--- src/rtl/s16_pkg.sv ---
// shared types and constants for the sixteen-bit core
package s16_pkg;
    localparam int MemWordsDefault = 65536;
    localparam logic [1:0] REQ_WRITE = 2'd0;
    localparam logic [1:0] REQ_EXEC  = 2'd1;
    localparam logic [1:0] REQ_KEY   = 2'd2;
    localparam logic [15:0] IO_BASE  = 16'hFFF0;
    localparam logic [15:0] KEY_ADDR = 16'hFFFF;
    localparam logic [15:0] RAM_BASE = 16'h0100;

    typedef enum logic [3:0] {
        OP_LOAD, OP_ADD, OP_SUB, OP_AND, OP_OR, OP_XOR, OP_SHIFT, OP_MUL,
        OP_STORE, OP_MOVIF, OP_UGT, OP_SGT, OP_ULT, OP_SLT, OP_EQ, OP_JAL
    } opcode_t;

    typedef struct packed {
        logic [1:0]  req_type;
        logic [15:0] load_address;
        logic [15:0] load_data;
        logic [7:0]  key_code;
    } item_t;
endpackage

--- src/rtl/s16_queue.sv ---
// two-entry item queue between front and back
module s16_queue
    import s16_pkg::*;
(
    input  logic  clk,
    input  logic  rst_n,
    input  logic  push,
    input  item_t push_item,
    output logic  full,
    input  logic  pop,
    output logic  not_empty,
    output item_t head
);
    item_t       entry_reg [2];
    logic        wptr_reg, rptr_reg;
    logic [1:0]  count_reg;

    assign full      = (count_reg == 2'd2);
    assign not_empty = (count_reg != 2'd0);
    assign head      = entry_reg[rptr_reg];

    always_ff @(posedge clk) begin
        if (push)
        begin
            entry_reg[wptr_reg] <= push_item;
        end
    end

    always_ff @(posedge clk or negedge rst_n) begin
        if (!rst_n)
        begin
            wptr_reg  <= 1'b0;
            rptr_reg  <= 1'b0;
            count_reg <= 2'd0;
        end
        else
        begin
            if (push)
            begin
                wptr_reg <= ~wptr_reg;
            end
            if (pop)
            begin
                rptr_reg <= ~rptr_reg;
            end
            count_reg <= count_reg + {1'b0, push} - {1'b0, pop};
        end
    end
endmodule

--- config.mk ---
export PLATFORM = sky130hd
export DESIGN_NAME = s16_queue
export DESIGN_NICKNAME = d
export VERILOG_FILES = /design/src/rtl/s16_pkg.sv /design/src/rtl/s16_queue.sv
export SDC_FILE = /design/constraint.sdc
export NUM_CORES = 1
export LEC_CHECK = 0
export BUFFER_PORTS_ARGS = -buffer_cell sky130_fd_sc_hd__buf_2
export CORE_UTILIZATION = 45
export CTS_CLUSTER_SIZE = 24
export DETAILED_ROUTE_END_ITERATION = 10
export PLACE_DENSITY_LB_ADDON = 0.12
export SLEW_MARGIN = 10
export SYNTH_ARGS = -nofsm -noshare
export SYNTH_HDL_FRONTEND = slang
export SYNTH_SLANG_ARGS = --single-unit
--- constraint.sdc ---
create_clock -name clk -period 7.2 [get_ports clk]
set_clock_uncertainty 0.1 [all_clocks]
set_input_delay 1.8 -clock clk [delete_from_list [all_inputs] [get_ports clk]]
set_output_delay 1.8 -clock clk [all_outputs]
set_load 0.005 [all_outputs]
==> flow_summary.json <==
{
  "timing.final.setup_violations": 0,
  "critical_path.endpoint_type": "primary output",
  "worstMarginPinSlew_ps": 1030,
  "vdd_ir_drop_max_mv": 0.230,
  "detailroute.via_count": 1593,
  "timing.fmax_ghz": 0.252,
  "grt-ovfl-total": 0,
  "cts_root_buf": "sky130_fd_sc_hd__clkbuf_8",
  "crit_chain": "buf_4 > mux2_2 > buf_2",
  "synth.ff_latch_count": 88,
  "syn_area_per_cell_sq_um": 23.5,
  "slowest_delay_ps": 660,
  "vias_in_the_first_global_route": 1582,
  "viasPerCell": 4.60,
  "pin_count": 90,
  "netlist.top_cell.by_area": "sky130_fd_sc_hd__edfxtp_1",
  "layout_min_cycle_time_ps": 3970,
  "drt-total-wl_microns": 5230,
  "post_synth_top_cells": "sky130_fd_sc_hd__edfxtp_1, sky130_fd_sc_hd__mux2_4, sky130_fd_sc_hd__buf_12, sky130_fd_sc_hd__dfrtp_1, sky130_fd_sc_hd__mux2_2",
  "finalNonFillerCells": 346,
  "place.gp.congestion": 0.695,
  "timing_max_transition_violations_final": 0,
  "antenna_cells": 0,
  "clock_tree_from_tritoncts": "built",
  "port-buffer-count": 89,
  "report.final.hold_viol_count": 0,
  "syn_nets": 194,
  "die_height_microns": 89.3,
  "synthToLayoutAreaGrowth_pct": 20.5,
  "floorplan.die_area_sq_um": 7980,
  "initial_core_util": 0.468,
  "grt_antenna_before_repair": 0,
  "met2RoutedLength_microns": 2650,
  "rsz0062_at_grt": "false",
  "synthArstFlopShare": 0.0455,
  "worstSetupStartpointType": "register",
  "clock_buffers_created_by_tritoncts": 9,
  "fin_hold_ws_ps": 439,
  "finish.net_count": 291,
  "timing.critical_path.fanout_max": 29,
  "detail-route-antenna-nets": 0,
  "p_leak_uw": 0.00169,
  "detail_route.wl_per_cell_microns": 15.1,
  "fin_crit_sh": 0.551,
  "postCtsSetupRepairBufs": 0,
  "post-layout-total-power_uw": 1530,
  "critical-path-slowest-cell": "sky130_fd_sc_hd__dfrtp_2",
  "place.detailed.instances": 331,
  "die_width_microns": 89.3,
  "clk_latency_ps": 330,
  "post_cts_resize_count": 0,
  "setup_total_negative_slack_ps": 0,
  "cap_viol_max_count": 0,
  "synth_edf_count": 84,
  "min-delay-path-class": "reg2reg",
  "cts_hold_fix_bufs": 0,
  "clock_sinks": 88,
  "critical_path_class": "reg2out",
  "drt_pass1_iterations": 4,
  "p_per_area_nw_per_um2": 369,
  "first_pass_grt_wire_length_microns": 7670,
  "route.met3.wl_microns": 312,
  "filler_cell_count": 581,
  "detailed_place.area_sq_um": 3940,
  "critPathRequiredTime_ps": 5300,
  "synth_top_cells_by_area": "sky130_fd_sc_hd__edfxtp_1, sky130_fd_sc_hd__mux2_4, sky130_fd_sc_hd__dfrtp_1",
  "cp.arrival_ps": 2070,
  "timing.slew.headroom": 0.317,
  "floorplan.rows": 31,
  "share_of_the_yosys_chip_area_belonging_to_registers": 0.764,
  "wl_met1_microns": 2180,
  "largest_reg_flops": 84,
  "synthesis.area_sq_um": 3430,
  "outcome": "finished clean",
  "half_perimeter_wire_length_of_the_detailed_placement_result_microns": 3440,
  "drc": 0,
  "netlist.area_leader.share": 0.735,
  "maximum_number_of_pins_on_one_net_before_global_route_repair": 43,
  "final_area_sq_um": 4140,
  "syn-instance-count": 146,
  "clockBufferDepth": 2,
  "grt.total_usage": 0.137,
  "cts.reportedPaths.clkPinSlew_ps": 80,
  "drive_above_1_share": 0.607,
  "cts_max_level": 3,
  "detail_route.iter0.violations": 61,
  "yosysWarningCount": 0,
  "topRoutingLayerUsed": "met4",
  "synth_cell_type_count": 13,
  "coreArea_sq_um": 7330,
  "yosys_most_used_dff": "sky130_fd_sc_hd__edfxtp_1",
  "yosys.cell_count.top_type": "sky130_fd_sc_hd__edfxtp_1"
}
[report_power, final]
part           internal, uW  switching (uW)
sequential              682            49.7
combinational           264             183
clock                   193             156
[critical path: cells and delay by family (launching register included)]
family	cells	cell delay (ps)
buffers and inverters	2	660
DFF	1	660
muxes	1	390
[path summary, 6_finish.rpt]
path | from | to | slack, ps | cells after the start
worst max-delay path | rptr_reg | head[0] | 3230 | 3
worst min-delay path | wptr_reg | wptr_reg | 440 | 1
worst max register to register | wptr_reg | entry_reg[0][39] | 5410 | 2
worst min register to register | wptr_reg | wptr_reg | 440 | 1
max in group asynchronous | rst_n | rptr_reg | 5720 | 1
min in group asynchronous | rst_n | wptr_reg | 1150 | 1
[logic make-up (layout without fill, tap and decap cells)]
logic type                 after synthesis  after routing  synth area share
adders and majority gates                2              2           0.00729
muxes                                   42             42             0.180
DFF                                     88             88             0.764
buffers and inverters                    7            108            0.0288
xor gates and xnor gates                 3              3            0.0120
and+or+nand+nor                          4              4           0.00729
[layer usage]
metal,up-vias,track usage
li1,759,-
met2,49,0.226
met5,-,0
met1,777,0.165
met4,0,0.0693
met3,8,0.0388
[layout by cell type (no fill, tap or decap)]
cell type	synthesis	routed
sky130_fd_sc_hd__buf_2	0	89
sky130_fd_sc_hd__edfxtp_1	84	84
sky130_fd_sc_hd__mux2_4	39	39
sky130_fd_sc_hd__clkbuf_8	0	9
sky130_fd_sc_hd__mux2_2	3	3
sky130_fd_sc_hd__dfrtp_1	4	3
sky130_fd_sc_hd__inv_1	2	2
sky130_fd_sc_hd__xor2_1	2	2
sky130_fd_sc_hd__ha_1	2	2
sky130_fd_sc_hd__clkbuf_1	0	2
sky130_fd_sc_hd__bufinv_16	0	2
sky130_fd_sc_hd__clkinv_2	0	2
sky130_fd_sc_hd__buf_4	0	2
sky130_fd_sc_hd__xor3_1	1	1
sky130_fd_sc_hd__and2_2	0	1
sky130_fd_sc_hd__or2_2	1	1
sky130_fd_sc_hd__nor2b_1	2	1
sky130_fd_sc_hd__nor2b_4	0	1
sky130_fd_sc_hd__dfrtp_2	0	1
[final cells by class]
cell class | instances | area, sq um | area share
multi-input cells | 51 | 719 | 0.174
inverters | 2 | 7.51 | 0.00181
flip-flops and latches | 88 | 2620 | 0.634
clock buffers | 11 | 131 | 0.0318
repair buffers | 91 | 460 | 0.111
clock inverters | 4 | 70.1 | 0.0169
well taps | 99 | 124 | 0.0299
[per-stage QoR]
step,setup slack (ps),util
floorplan,2980,-
global placement,3570,0.537
detailed placement,3550,0.537
CTS,3170,0.564
global route,3110,0.564
finish,3230,0.564
Note: power is estimated with default switching activity, not from simulation.
